File: src/rtl/atma_pkg.sv
package atma_pkg;

  localparam int FRAC_BITS    = 16;
  localparam int CORDIC_STEPS = 18;

  localparam int DATA_W = 32;
  localparam int PROD_W = 2 * DATA_W;
  localparam int ACC_W  = PROD_W + 2;

  localparam int ATAN_LEN   = 30;
  localparam int CORDIC_N   = (CORDIC_STEPS < ATAN_LEN) ? CORDIC_STEPS : ATAN_LEN;
  localparam int CORDIC_CW  = 34;
  localparam int ANG_W      = 36;

  localparam longint ANG_FULL    = longint'(360) << FRAC_BITS;
  localparam longint ANG_HALF    = longint'(180) << FRAC_BITS;
  localparam longint ANG_QUARTER = longint'(90) << FRAC_BITS;
  localparam longint ANG_OFS     = ((longint'(1) << 31) + ANG_FULL - 1) / ANG_FULL * ANG_FULL;
  localparam int     ANG_STEPS   = $clog2((longint'(1) << 32) / ANG_FULL + 2);
  localparam int     ANG_CNT_W   = (ANG_STEPS > 1) ? $clog2(ANG_STEPS) : 1;

  localparam logic signed [CORDIC_CW-1:0] CORDIC_GAIN = CORDIC_CW'(652032874);

  localparam logic signed [DATA_W-1:0] FX_ONE = DATA_W'(longint'(1) << FRAC_BITS);

  typedef enum logic [3:0] {
    FN_IDENT  = 4'd0,
    FN_ROTX   = 4'd1,
    FN_ROTY   = 4'd2,
    FN_ROTZ   = 4'd3,
    FN_SCALE  = 4'd4,
    FN_TRANS  = 4'd5,
    FN_STAGE  = 4'd6,
    FN_MULT   = 4'd7,
    FN_READ   = 4'd8
  } func_e;

  typedef enum logic [2:0] {
    ST_IDLE,
    ST_CORDIC,
    ST_MUL,
    ST_ACC,
    ST_RND,
    ST_WRROW,
    ST_OUT
  } state_e;

  typedef enum logic [2:0] {
    CS_IDLE,
    CS_RED,
    CS_FOLD,
    CS_ITER,
    CS_FIN
  } cordic_state_e;

  function automatic logic signed [CORDIC_CW-1:0] atan_deg(input logic [4:0] idx);
    logic signed [CORDIC_CW-1:0] v;
    case (idx)
      5'd0:  v = CORDIC_CW'(754974720);
      5'd1:  v = CORDIC_CW'(445687602);
      5'd2:  v = CORDIC_CW'(235489088);
      5'd3:  v = CORDIC_CW'(119537938);
      5'd4:  v = CORDIC_CW'(60000934);
      5'd5:  v = CORDIC_CW'(30029717);
      5'd6:  v = CORDIC_CW'(15018523);
      5'd7:  v = CORDIC_CW'(7509720);
      5'd8:  v = CORDIC_CW'(3754917);
      5'd9:  v = CORDIC_CW'(1877466);
      5'd10: v = CORDIC_CW'(938734);
      5'd11: v = CORDIC_CW'(469367);
      5'd12: v = CORDIC_CW'(234684);
      5'd13: v = CORDIC_CW'(117342);
      5'd14: v = CORDIC_CW'(58671);
      5'd15: v = CORDIC_CW'(29335);
      5'd16: v = CORDIC_CW'(14668);
      5'd17: v = CORDIC_CW'(7334);
      5'd18: v = CORDIC_CW'(3667);
      5'd19: v = CORDIC_CW'(1833);
      5'd20: v = CORDIC_CW'(917);
      5'd21: v = CORDIC_CW'(458);
      5'd22: v = CORDIC_CW'(229);
      5'd23: v = CORDIC_CW'(115);
      5'd24: v = CORDIC_CW'(57);
      5'd25: v = CORDIC_CW'(29);
      5'd26: v = CORDIC_CW'(14);
      5'd27: v = CORDIC_CW'(7);
      5'd28: v = CORDIC_CW'(4);
      5'd29: v = CORDIC_CW'(2);
      default: v = '0;
    endcase
    return v;
  endfunction

endpackage

File: src/rtl/atma_cordic.sv
module atma_cordic
  import atma_pkg::*;
(
  input  logic                     clk_i,
  input  logic                     rst_ni,
  input  logic                     start_i,
  input  logic signed [DATA_W-1:0] angle_i,
  output logic                     done_o,
  output logic signed [DATA_W-1:0] cos_o,
  output logic signed [DATA_W-1:0] sin_o
);

  cordic_state_e state_q, state_d;

  logic signed [ANG_W-1:0]     ang_q;
  logic [ANG_CNT_W-1:0]        n_q;
  logic signed [CORDIC_CW-1:0] x_q, y_q, z_q;
  logic [4:0]                  it_q;
  logic                        neg_q;
  logic                        done_q;
  logic signed [DATA_W-1:0]    cos_q, sin_q;

  logic signed [ANG_W-1:0]     full_sh;
  logic signed [ANG_W-1:0]     wrap;
  logic signed [ANG_W-1:0]     fold;
  logic                        fold_neg;
  logic signed [CORDIC_CW-1:0] xs, ys;
  logic signed [CORDIC_CW-1:0] rc, rs;

  assign full_sh = ANG_W'(ANG_FULL) <<< n_q;

  always_comb begin
    wrap = (ang_q >= ANG_W'(ANG_HALF)) ? ang_q - ANG_W'(ANG_FULL) : ang_q;
    fold = wrap;
    fold_neg = 1'b0;
    if (wrap > ANG_W'(ANG_QUARTER)) begin
      fold = wrap - ANG_W'(ANG_HALF);
      fold_neg = 1'b1;
    end else if (wrap < -ANG_W'(ANG_QUARTER)) begin
      fold = wrap + ANG_W'(ANG_HALF);
      fold_neg = 1'b1;
    end
  end

  assign xs = x_q >>> it_q;
  assign ys = y_q >>> it_q;
  assign rc = (x_q + CORDIC_CW'(longint'(1) << (29 - FRAC_BITS))) >>> (30 - FRAC_BITS);
  assign rs = (y_q + CORDIC_CW'(longint'(1) << (29 - FRAC_BITS))) >>> (30 - FRAC_BITS);

  always_comb begin
    state_d = state_q;
    case (state_q)
      CS_IDLE: if (start_i) state_d = CS_RED;
      CS_RED:  if (n_q == '0) state_d = CS_FOLD;
      CS_FOLD: state_d = CS_ITER;
      CS_ITER: if (it_q == 5'(CORDIC_N - 1)) state_d = CS_FIN;
      CS_FIN:  state_d = CS_IDLE;
      default: state_d = CS_IDLE;
    endcase
  end

  always_ff @(posedge clk_i or negedge rst_ni) begin
    if (!rst_ni) begin
      state_q <= CS_IDLE;
      done_q  <= 1'b0;
    end else begin
      state_q <= state_d;
      done_q  <= (state_q == CS_FIN);
    end
  end

  always_ff @(posedge clk_i) begin
    case (state_q)
      CS_IDLE: begin
        if (angle_i < 0) begin
          ang_q <= ANG_W'(angle_i) + ANG_W'(ANG_OFS);
        end else begin
          ang_q <= ANG_W'(angle_i);
        end
        n_q <= ANG_CNT_W'(ANG_STEPS - 1);
      end
      CS_RED: begin
        if (ang_q >= full_sh) ang_q <= ang_q - full_sh;
        if (n_q != '0) n_q <= n_q - 1'b1;
      end
      CS_FOLD: begin
        z_q   <= CORDIC_CW'(fold <<< (24 - FRAC_BITS));
        x_q   <= CORDIC_GAIN;
        y_q   <= '0;
        it_q  <= '0;
        neg_q <= fold_neg;
      end
      CS_ITER: begin
        if (z_q >= 0) begin
          x_q <= x_q - ys;
          y_q <= y_q + xs;
          z_q <= z_q - atan_deg(it_q);
        end else begin
          x_q <= x_q + ys;
          y_q <= y_q - xs;
          z_q <= z_q + atan_deg(it_q);
        end
        it_q <= it_q + 1'b1;
      end
      CS_FIN: begin
        cos_q <= neg_q ? -DATA_W'(rc) : DATA_W'(rc);
        sin_q <= neg_q ? -DATA_W'(rs) : DATA_W'(rs);
      end
      default: ;
    endcase
  end

  assign done_o = done_q;
  assign cos_o  = cos_q;
  assign sin_o  = sin_q;

  assert property (@(posedge clk_i) disable iff (!rst_ni) done_o |-> $past(state_q == CS_FIN))
    else $error("cordic done without a finishing step");
  assert property (@(posedge clk_i) disable iff (!rst_ni)
      (state_q == CS_RED && n_q == '0) |=> state_q == CS_FOLD)
    else $error("angle reduction did not end");
  assert property (@(posedge clk_i) disable iff (!rst_ni)
      (state_q == CS_ITER) |-> it_q < 5'(CORDIC_N))
    else $error("cordic step count overran");

endmodule

File: config.mk
export PLATFORM = sky130hd
export DESIGN_NAME = atma_cordic
export DESIGN_NICKNAME = d
export VERILOG_FILES = /design/src/rtl/atma_pkg.sv /design/src/rtl/atma_cordic.sv
export SDC_FILE = /design/constraint.sdc
export NUM_CORES = 1
export LEC_CHECK = 0
export BUFFER_PORTS_ARGS = -buffer_cell sky130_fd_sc_hd__buf_2
export CORE_MARGIN = 5
export CORE_UTILIZATION = 40
export DETAILED_ROUTE_END_ITERATION = 16
export MAX_ROUTING_LAYER = met4
export PLACE_DENSITY = 0.56
export SYNTH_ARGS = -nofsm -noshare
export SYNTH_HDL_FRONTEND = slang
export SYNTH_SLANG_ARGS = --single-unit
File: constraint.sdc
create_clock -name clk_i -period 8.7 [get_ports clk_i]
set_input_delay 0.87 -clock clk_i [delete_from_list [all_inputs] [get_ports clk_i]]
set_output_delay 0.87 -clock clk_i [all_outputs]
set_load 0.1 [all_outputs]
======== Word-level counts from Yosys, hierarchy flattened ========
Memory sizes are Yosys's and may differ from the RTL's. A register that Yosys moved wholly into a read port is not among the register bits.
Index checks and enable logic that the tools add are counted.
word-level totals
  flip-flop bits (word level) ............. 215
  ROM bits ................................ 1,920
  memories kept ........................... 2
memories
  memory           depth  bits a word  rd ports  clocked after memory_dff  write ports  RTL line        source
  (no name shown)  32     30           1         1                         0            atma_pkg.sv:58  case (idx)
  (no name shown)  32     30           1         1                         0            atma_pkg.sv:58
operators by class
  add/sub/neg operators ................... 17
  $lt $le $gt $ge ......................... 6
  equal/unequal tests ..................... 10
  shift-type cells ........................ 3
  multiplexer cells ....................... 28
  reduce and logical (&&, ||, !) cells .... 8
operator list
  cell                                                    number
  two-way mux 34 bit                                      7
  case mux 34 bit (2 select lines)                        3
  two-way mux 36 bit                                      3
  adder 34 bit                                            3
  subtractor 34 bit                                       3
  case mux 36 bit (2 select lines)                        1
  adder 34 x 15 -> 34 bit (second input constant)         2
  >>> shifter 34 x 5 -> 34 bit                            2
  two-way mux 32 bit                                      2
  negation 20 -> 32 bit                                   2
  two-way mux 26 bit                                      2
  >= comparator 36 x 25 -> 1 bit (second input constant)  1
  >= comparator 36 bit                                    1
  > comparator 36 x 24 -> 1 bit (second input constant)   1
  < comparator 36 x 24 -> 1 bit (second input constant)   1
  <<< shifter 26 x 3 -> 36 bit (first input constant)     1
  subtractor 36 x 26 -> 36 bit (second input constant)    1
  subtractor 36 bit                                       1
  adder 32 x 33 -> 34 bit (second input constant)         1
  >= comparator 34 x 1 -> 1 bit (second input constant)   1
  < comparator 32 x 1 -> 1 bit (second input constant)    1
  adder 26 x 25 -> 26 bit (second input constant)         1
  subtractor 26 x 25 -> 26 bit (second input constant)    1
  two-way mux 3 bit                                       4
  other kinds (17)                                        26

======== Depth between registers and ports, before layout ========
Gate-level depths: netlist of run 1.
  depth after elaboration ................. 6
  mapped depth ............................ 28

======== Least setup slack after synthesis of run 1 ========
OpenSTA, ideal clock, no wires.
  path kind ............................... flip-flop to flip-flop
  from .................................... reg it_q[1]
  to ...................................... reg x_q[32], data pin
  arrival ................................. 5,823 ps
  data required time ...................... 8,438 ps
  path slack .............................. 2,616 ps
  cell stages (with the launch flop) ...... 26
  period minus slack after synthesis ...... 6,084 ps
  cells stage by stage .................... edfxtp_1 -> clkbuf_1 -> clkbuf_1 -> buf_2 -> buf_2 -> buf_1 -> mux4_2 -> a222oi_1 -> nor3b_1 -> ha_1 -> nand4_1 -> nor3_1 -> inv_1 -> o31ai_1 -> xor2_1 -> ha_1 -> nand2_1 -> nor3_1 -> o21ai_0 -> and2_1 -> nor2_1 -> a21oi_1 -> o31a_1 -> o21ai_0 -> a31oi_1 -> mux2i_1
on the way
  word-level cells in the longest chain between the ends .. 4
  elaborated cells on any way between the ends .. 5
  classes of those cells .................. add/sub: 2; shift: 1; mux: 2
ends and longest elaborated chain
  element                                            RTL line                              source
  from (decl)                                        atma_cordic.sv:18                     logic [4:0] it_q;
  from (signal assigned)                             atma_cordic.sv:103                    it_q <= it_q + 1'b1;
  >>> shifter 34 x 5 -> 34 bit (*)                   atma_cordic.sv:46                     assign ys = y_q >>> it_q;
  adder 34 bit or subtractor 34 bit (tied branches)  atma_cordic.sv:99, atma_cordic.sv:95
  two-way mux 34 bit (*)                             atma_cordic.sv:94                     if (z_q >= 0) begin
  case mux 34 bit (2 select lines) (*)               atma_cordic.sv:73                     case (state_q)
  to (signal assigned)                               atma_cordic.sv:95                     x_q <= x_q - ys;
  to (signal assigned)                               atma_cordic.sv:99                     x_q <= x_q + ys;
  to (decl)                                          atma_cordic.sv:17                     logic signed [CORDIC_CW-1:0] x_q, y_q, z_q;
Mark *: on every way between the ends. The rest lies on a longest branch, timed or not.
A chain may end at the register's enable or synchronous reset.

======== Worst setup path after layout of run 1 ========
  from .................................... reg it_q[2]
  to ...................................... reg y_q[30], data pin
on the way
  word-level cells in the longest chain between the ends .. 4
  elaborated cells on any way between the ends .. 5
  classes of those cells .................. add/sub: 2; shift: 1; mux: 2
ends and longest elaborated chain
  element                                            RTL line                               source
  >>> shifter 34 x 5 -> 34 bit (*)                   atma_cordic.sv:45                      assign xs = x_q >>> it_q;
  subtractor 34 bit or adder 34 bit (tied branches)  atma_cordic.sv:100, atma_cordic.sv:96
  two-way mux 34 bit (*)                             atma_cordic.sv:94
  case mux 34 bit (2 select lines) (*)               atma_cordic.sv:73
  to (signal assigned)                               atma_cordic.sv:96                      y_q <= y_q + xs;
  to (signal assigned)                               atma_cordic.sv:100                     y_q <= y_q - xs;
  to (decl)                                          atma_cordic.sv:17
Marks and branches as above.

==> results of run 1 <==
cells by family (layout without fill, tap and decap cells):
family,after synthesis,count (layout),share of synthesized area
AOI/OAI and AO/OA,755,755,0.1964
adders and majority gates,149,149,0.07595
xor gates and xnor gates,278,278,0.09802
and+or+nand+nor,957,957,0.1823
DFF,245,245,0.2833
buffers and inverters,263,281,0.04291
muxes,191,191,0.1211
how the worst min path moves through the flow:
stage / start / end / slack [ns]
2_1_floorplan: ang_q[2] / z_q[10] / 0.52
3_3_place_gp: ang_q[14] / ang_q[14] / 0.56
3_5_place_dp: ang_q[14] / ang_q[14] / 0.56
4_1_cts: rst_ni / state_q[2] / 0.05
5_1_grt: rst_ni / state_q[2] / 0.05
6_report: rst_ni / state_q[0] / 0.08
metal layers:
layer	part of all wire	up-vias	wire, um
li1	-	10620	-
met1	0.44	10760	34400
met2	0.48	741	37320
met3	0.051	130	4029
met4	0.033	0	2573
met5	0	-	0
cells in the final DEF (no fill, tap or decap), types with 10 or more instances in the layout:
cell type | Yosys | routed
nand2b_1 | 27 | 27
nor2_1 | 231 | 230
inv_1 | 83 | 83
buf_4 | 3 | 35
buf_2 | 11 | 99
xor2_1 | 124 | 124
o211ai_1 | 14 | 14
or2_2 | 23 | 23
nand4_1 | 25 | 25
a21o_1 | 54 | 54
xnor2_1 | 154 | 154
mux2_2 | 38 | 38
o21ai_0 | 205 | 205
o22ai_1 | 25 | 24
a31oi_1 | 46 | 46
nor2b_1 | 15 | 15
o21a_1 | 28 | 28
o21bai_1 | 17 | 17
clkbuf_16 | 0 | 33
o221ai_1 | 11 | 11
edfxtp_1 | 211 | 211
nor4_1 | 27 | 27
ha_1 | 146 | 146
mux2i_1 | 69 | 69
dfxtp_1 | 30 | 30
o31ai_1 | 40 | 40
a211oi_1 | 32 | 32
or3_1 | 31 | 31
nand2_1 | 320 | 319
nor3_1 | 81 | 79
and2_1 | 27 | 27
a211o_1 | 10 | 10
and3_1 | 34 | 34
nand3_1 | 67 | 67
mux4_2 | 78 | 78
a21oi_1 | 159 | 158
Yosys cell counts (all sizes together) (48+ instances only):
master,n,area share
ha,146,0.074
a21o,54,0.016
a21oi,159,0.032
xnor2,154,0.054
nand2,320,0.048
buf,48,0.010
nor2,231,0.035
inv,84,0.013
o21ai,205,0.041
edfxtp,211,0.26
xor2,124,0.044
nor3,81,0.016
mux2i,70,0.028
mux4,82,0.075
clkbuf,125,0.019
nand3,67,0.013
layout make-up:
| class | count | area (um2) | area share |
|---|---|---|---|
| Multi-Input combinational cell | 2330 | 16770 | 0.6221 |
| Sequential cell | 245 | 7037 | 0.2610 |
| Tap cell | 837 | 1047 | 0.03884 |
| Clock buffer | 36 | 837.1 | 0.03104 |
| Timing Repair Buffer | 135 | 778.2 | 0.02886 |
| Inverter | 90 | 340.3 | 0.01262 |
| Clock inverter | 20 | 150.1 | 0.005568 |
stage by stage:
stage / utilization / hold WS (ns)
2_1_floorplan: - / 0.5234
3_3_place_gp: 0.4217 / 0.5622
3_5_place_dp: 0.4217 / 0.5644
4_1_cts: 0.4377 / 0.04676
5_1_grt: 0.4377 / 0.05312
6_report: 0.4377 / 0.08189
==> metrics.txt, run 1 <==
end point of the critical path=y_q[30]; Die Wd=259.2 um; clk_lat worst skew=0.61 ns; Fmax=142.5 MHz; Worst Setup SP=it_q[2]; Critical Path RT=9.05 ns; worst path arrival time=roughly 7.4 ns; Root Driver=clkbuf_16; PostCTS Resize Cnt=0; min cycle time layout=~7.0 ns; CTS tree=yes; drt first pass iters=6; r2r startpoint=it_q[2]; Ports=100; DRT iter0 DRCs=1862; Mean Syn Cell Area=8.753 um2; worst hold path type=in2async; post-place setup slack=about 1.8 ns; gr busiest metal=met2; chip height=259.2 um; critical path cell sequence=buf_4 -> mux4_2 -> mux2i_1 -> mux2i_1 -> a21oi_1 -> nand3_1 -> or3_1 -> or3_1 -> or3_1 -> a22o_1 -> o21ai_0 -> ha_1 -> a21oi_1 -> o21bai_1 -> a211o_1 -> nand3_1 -> nand2_1 -> o31ai_1 -> o21ai_0 -> xnor2_1 -> nor2_1; Global Route met1 Usage=0.2991; Netlist cell types=95; H-tree Lvls=1; initial antenna violation count=0; number of diodes=0; post-DR wirelength/cell=between 20 and 25 um; CP Capture Type=flop; global-route wire length before repair=approximately 120000 um; Fillers=6092; Post-synth ARST share=0.01633; core footprint=0.06160 mm2; clock slew at reported path FFs=0.06 ns; cts bufs inserted=31; CP top delay family=compound AO/OA/AOI/OAI gates; final routed DRC violation total=0; die area=0.06719 mm2; Final setup viols=0; gpl congestion=0.9678; Critical path buffers and inverters=1; met3 Resource Use GR=0.02636; vias in the first global route=21530; Congestion Overflow GR=0; transition time at the pin with the least slew margin=1.181 ns; slew margin rel.=0.2084; outcome=complete, no violations; Area Overhead vs Synth=8.543%; Hold Fails Final Rpt=0; Std-Cell Rows=91; RSZ-0062 raised after global routing=no; Syn Std Cell Area=0.02484 mm2; setup slack, reg-to-reg=1.68 ns; setup bufs post-CTS=0; Hold-fix buffers, CTS=0; Cells after DPL=3637; final setup TNS=0 ns; share of layout cells above drive strength 1=0.1225; Clock Skew=roughly 0.023 ns; post-route ant nets=0; CP max FO=28; Syn Nets=3022; setup slack after layout=1.682 ns; R2R depth=21; Synth Warn #=0; Nets=3017; Crit path largest cell delay=0.94 ns; crit start category=flop; post-synthesis sequential area ratio=0.2833; All-Layer GR Usage=0.2301; number of max-cap violations=0; largest net degree at the start of global routing=72; period utilization=0.8067; M2 GR Usage=0.3834; IO buf count=approximately 100; Post-synth EDFFs=211; clock buffer depth=3; Post-DP HPWL=58720 um; TritonCTS Sinks=245; Finished Layout Cells=between 3000 and 4000; Yosys reg bits=between 200 and 250; Final Instance Area=0.02696 mm2; worst flop-to-flop path endpoint=y_q[30]; Worst path depth=21; CP Class=reg2reg; Syn Inst Count=approximately 2800; Crit-path slowest cell=edfxtp_1; Slew Limit Fails=0; CP most frequent cell=or3_1; final WL=78320 um; DR vias=22250; Synth Flop Type=edfxtp_1; initial core utilization=0.4033; placed cell area=0.02598 mm2; DR vias/cell=6.026
Power of run 1 is left out: the tool's default activity adds up to more than one toggle a clock period on the data nets, which glitch-free logic cannot reach.
==> run 2, diff against run 1 <==
--- a/config.mk
+++ b/config.mk
@@ -5,6 +5,7 @@
 export SDC_FILE = /design/constraint.sdc
 export NUM_CORES = 1
 export LEC_CHECK = 0
+export ABC_AREA = 1
 export BUFFER_PORTS_ARGS = -buffer_cell sky130_fd_sc_hd__buf_2
 export CORE_MARGIN = 5
 export CORE_UTILIZATION = 40
==> constraint.sdc (replaced) <==
create_clock -name clk_i -period 6.65 [get_ports clk_i]
set_input_delay 0.665 -clock clk_i [delete_from_list [all_inputs] [get_ports clk_i]]
set_output_delay 0.665 -clock clk_i [all_outputs]
set_load 0.1 [all_outputs]
==> run 2 against run 1 <==
  * Via count increased by 8.1%
  * Non-clock buffer count down 12
  * Core utilization is 0.27 points higher
  * Worst hold slack improved by 0.24 ns
  * Maximum frequency up 29%
  * Die area fell by 1.1%
  * Wire length decreased by 5.6%
  * Synthesized cell count increased by 30%
  * Critical path type unchanged
  * Critical endpoint is now x_q[29]
  * Largest cell class unchanged
==> metrics.txt, run 2 <==
Yosys reg bits=245; Hold Fails Final Rpt=0; post-DR wirelength/cell=16.31 um; initial antenna violation count=0; Synth Warn #=0; number of diodes=0; CP Class=reg2reg; clock buffer depth=3; largest net degree at the start of global routing=81; slew margin rel.=0.3833; Netlist cell types=67; crit start category=flop; Post-DP HPWL=56860 um; Final Instance Area=0.02669 mm2; All-Layer GR Usage=0.2198; DR vias=24060; clk_lat worst skew=0.60 ns; setup bufs post-CTS=0; DRT iter0 DRCs=1608; final setup TNS=0 ns; drt first pass iters=6; Fmax=about 180 MHz; Fillers=6449; post-route ant nets=0; final routed DRC violation total=0; outcome=complete, no violations; DR vias/cell=around 5.3; ranking of synthesized cells by area=edfxtp_1 (26%), nand2_1 (16%), nand3_1 (9.8%); Hold Slack=0.3250 ns; min cycle time layout=approximately 5.4 ns; Final setup viols=0; clock slew at reported path FFs=roughly 0.06 ns; CTS tree=yes; Die Wd=257.8 um; TritonCTS Sinks=245; Syn Nets=roughly 3900; register area=0.007037 mm2; transition time at the pin with the least slew margin=0.9251 ns; cell with the most instances after synthesis=nand2_1; Area Overhead vs Synth=8.678%; Clock Skew=0.01485 ns; core footprint=~0.061 mm2; period utilization=0.8167; Nets=approximately 3900; Synth Flop Type=edfxtp_1; Std-Cell Rows=90; Ports=100; Post-synth top cells=nand2_1 (1018), nand3_1 (483), inv_1 (384), nor2_1 (320), o21ai_0 (240); Syn Inst Count=3692; cts bufs inserted=31; worst path arrival time=5.78 ns; gpl congestion=0.9422; initial core utilization=0.4053; Yosys top cell area share=0.2580; IO buf count=between 90 and 100; Root Driver=clkbuf_16; post-synthesis sequential area ratio=0.2866; leading cell type in the layout, fill and taps excluded=nand2_1; Slew Limit Fails=0; final WL=73930 um; placed cell area=about 0.026 mm2; worst hold path type=in2reg; die area=between 0.06 and 0.07 mm2; share of layout cells above drive strength 1=0.07065; CP max FO=46; number of max-cap violations=0; multi-input logic area=0.01545 mm2; CP Capture Type=flop; Critical Path RT=about 7.0 ns; global-route wire length before repair=118900 um; Congestion Overflow GR=0; Syn Std Cell Area=0.02455 mm2; largest area contributor in the netlist=edfxtp_1; chip height=257.8 um; RSZ-0062 raised after global routing=no; vias in the first global route=22610; Post-synth ARST share=0.01633; Post-synth EDFFs=between 200 and 250; Mean Syn Cell Area=~6.7 um2; most frequent cells in the layout=nand2_1 (1018), nand3_1 (483), inv_1 (382); H-tree Lvls=1
run 2: changes by cell type in the layout (fill, tap and decap cells not counted), sizes merged, moves of 44 or more:
cell | before | now
o21ai | 205 | 267
xnor2 | 154 | 63
nand3 | 67 | 486
a21oi | 159 | 231
nor2 | 231 | 337
nand2 | 320 | 1028
a21o | 54 | 10
mux2i | 70 | 3
mux4 | 82 | 0
inv | 88 | 401
run 2: path summary, 6_finish.rpt:
kind                                  from          to  slack, ns  cells past startpoint
worst max-delay path               it_q[1]     x_q[29]       1.22                     23
worst min-delay path            angle_i[5]    ang_q[5]       0.32                      3
worst max register to register     it_q[1]     x_q[29]       1.22                     23
worst min register to register    ang_q[8]     z_q[16]       0.57                      2
max in group asynchronous           rst_ni  state_q[2]       6.14                      2
min in group asynchronous           rst_ni      done_o       0.39                      2
run 2: layout make-up:
class	count	area share
Clock buffer	31	0.02907
Clock inverter	27	0.009424
Inverter	400	0.05636
Multi-Input combinational cell	2925	0.5789
Sequential cell	245	0.2637
Tap cell	782	0.03667
Timing Repair Buffer	123	0.02588
run 2: stage by stage:
stage | worst slack, ns | util | std cells
2_1_floorplan | 1.565 | - | 3692
3_3_place_gp | 1.447 | 0.4234 | 4474
3_5_place_dp | 1.327 | 0.4234 | 4474
4_1_cts | 1.291 | 0.4405 | 4533
5_1_grt | 0.7816 | 0.4405 | 4533
6_report | 1.219 | 0.4405 | 4533
run 2: cell families (layout without fill, tap and decap cells):
logic type,count (synthesis),in the layout,share of synthesized area
flip-flops,245,245,0.2866
buffers and inverters,522,581,0.08530
adder cells (fa/ha/maj),149,149,0.07684
multiplexers,3,3,0.001223
AO/OA/AOI/OAI,611,611,0.1389
AND/OR/NAND/NOR,1977,1977,0.3443
XOR/XNOR,185,185,0.06690
run 2: repair_timing:
action / CTS / global route
endpoints found under the hold margin: 4 / 0
resized for setup: 0 / 0
hold buffers: 1 / 0
run 2: per-layer routing:
layer	up-vias	GRT usage	share of wire	routed length, um
met2	583	0.3674	0.47	34460
met3	128	0.01895	0.041	2998
met5	-	-	0	0
met4	0	0.07416	0.040	2934
li1	12440	-	-	-
met1	10910	0.2831	0.45	33540
run 2: critical path, cell delays in order, from the launching register on:
cell and delay, ns:
edfxtp_1 0.39, inv_2 0.60, buf_4 0.40, o211ai_1 0.15, nand3_1 0.13, nand3_1 0.08
nand3_1 0.11, nand2_1 0.09, nor2_1 0.15, nand3_1 0.16, nor2_2 0.24, nand2_1 0.12
nand2_1 0.11, o21ai_0 0.12, xor2_1 0.18, ha_1 0.37, nand2_1 0.11, nor2_1 0.14
nand2_1 0.08, o311ai_0 0.73, nand2_1 0.11, a21oi_1 0.34, a21o_1 0.18, o21ai_0 0.07
Power of run 2 is left out for the same reason.
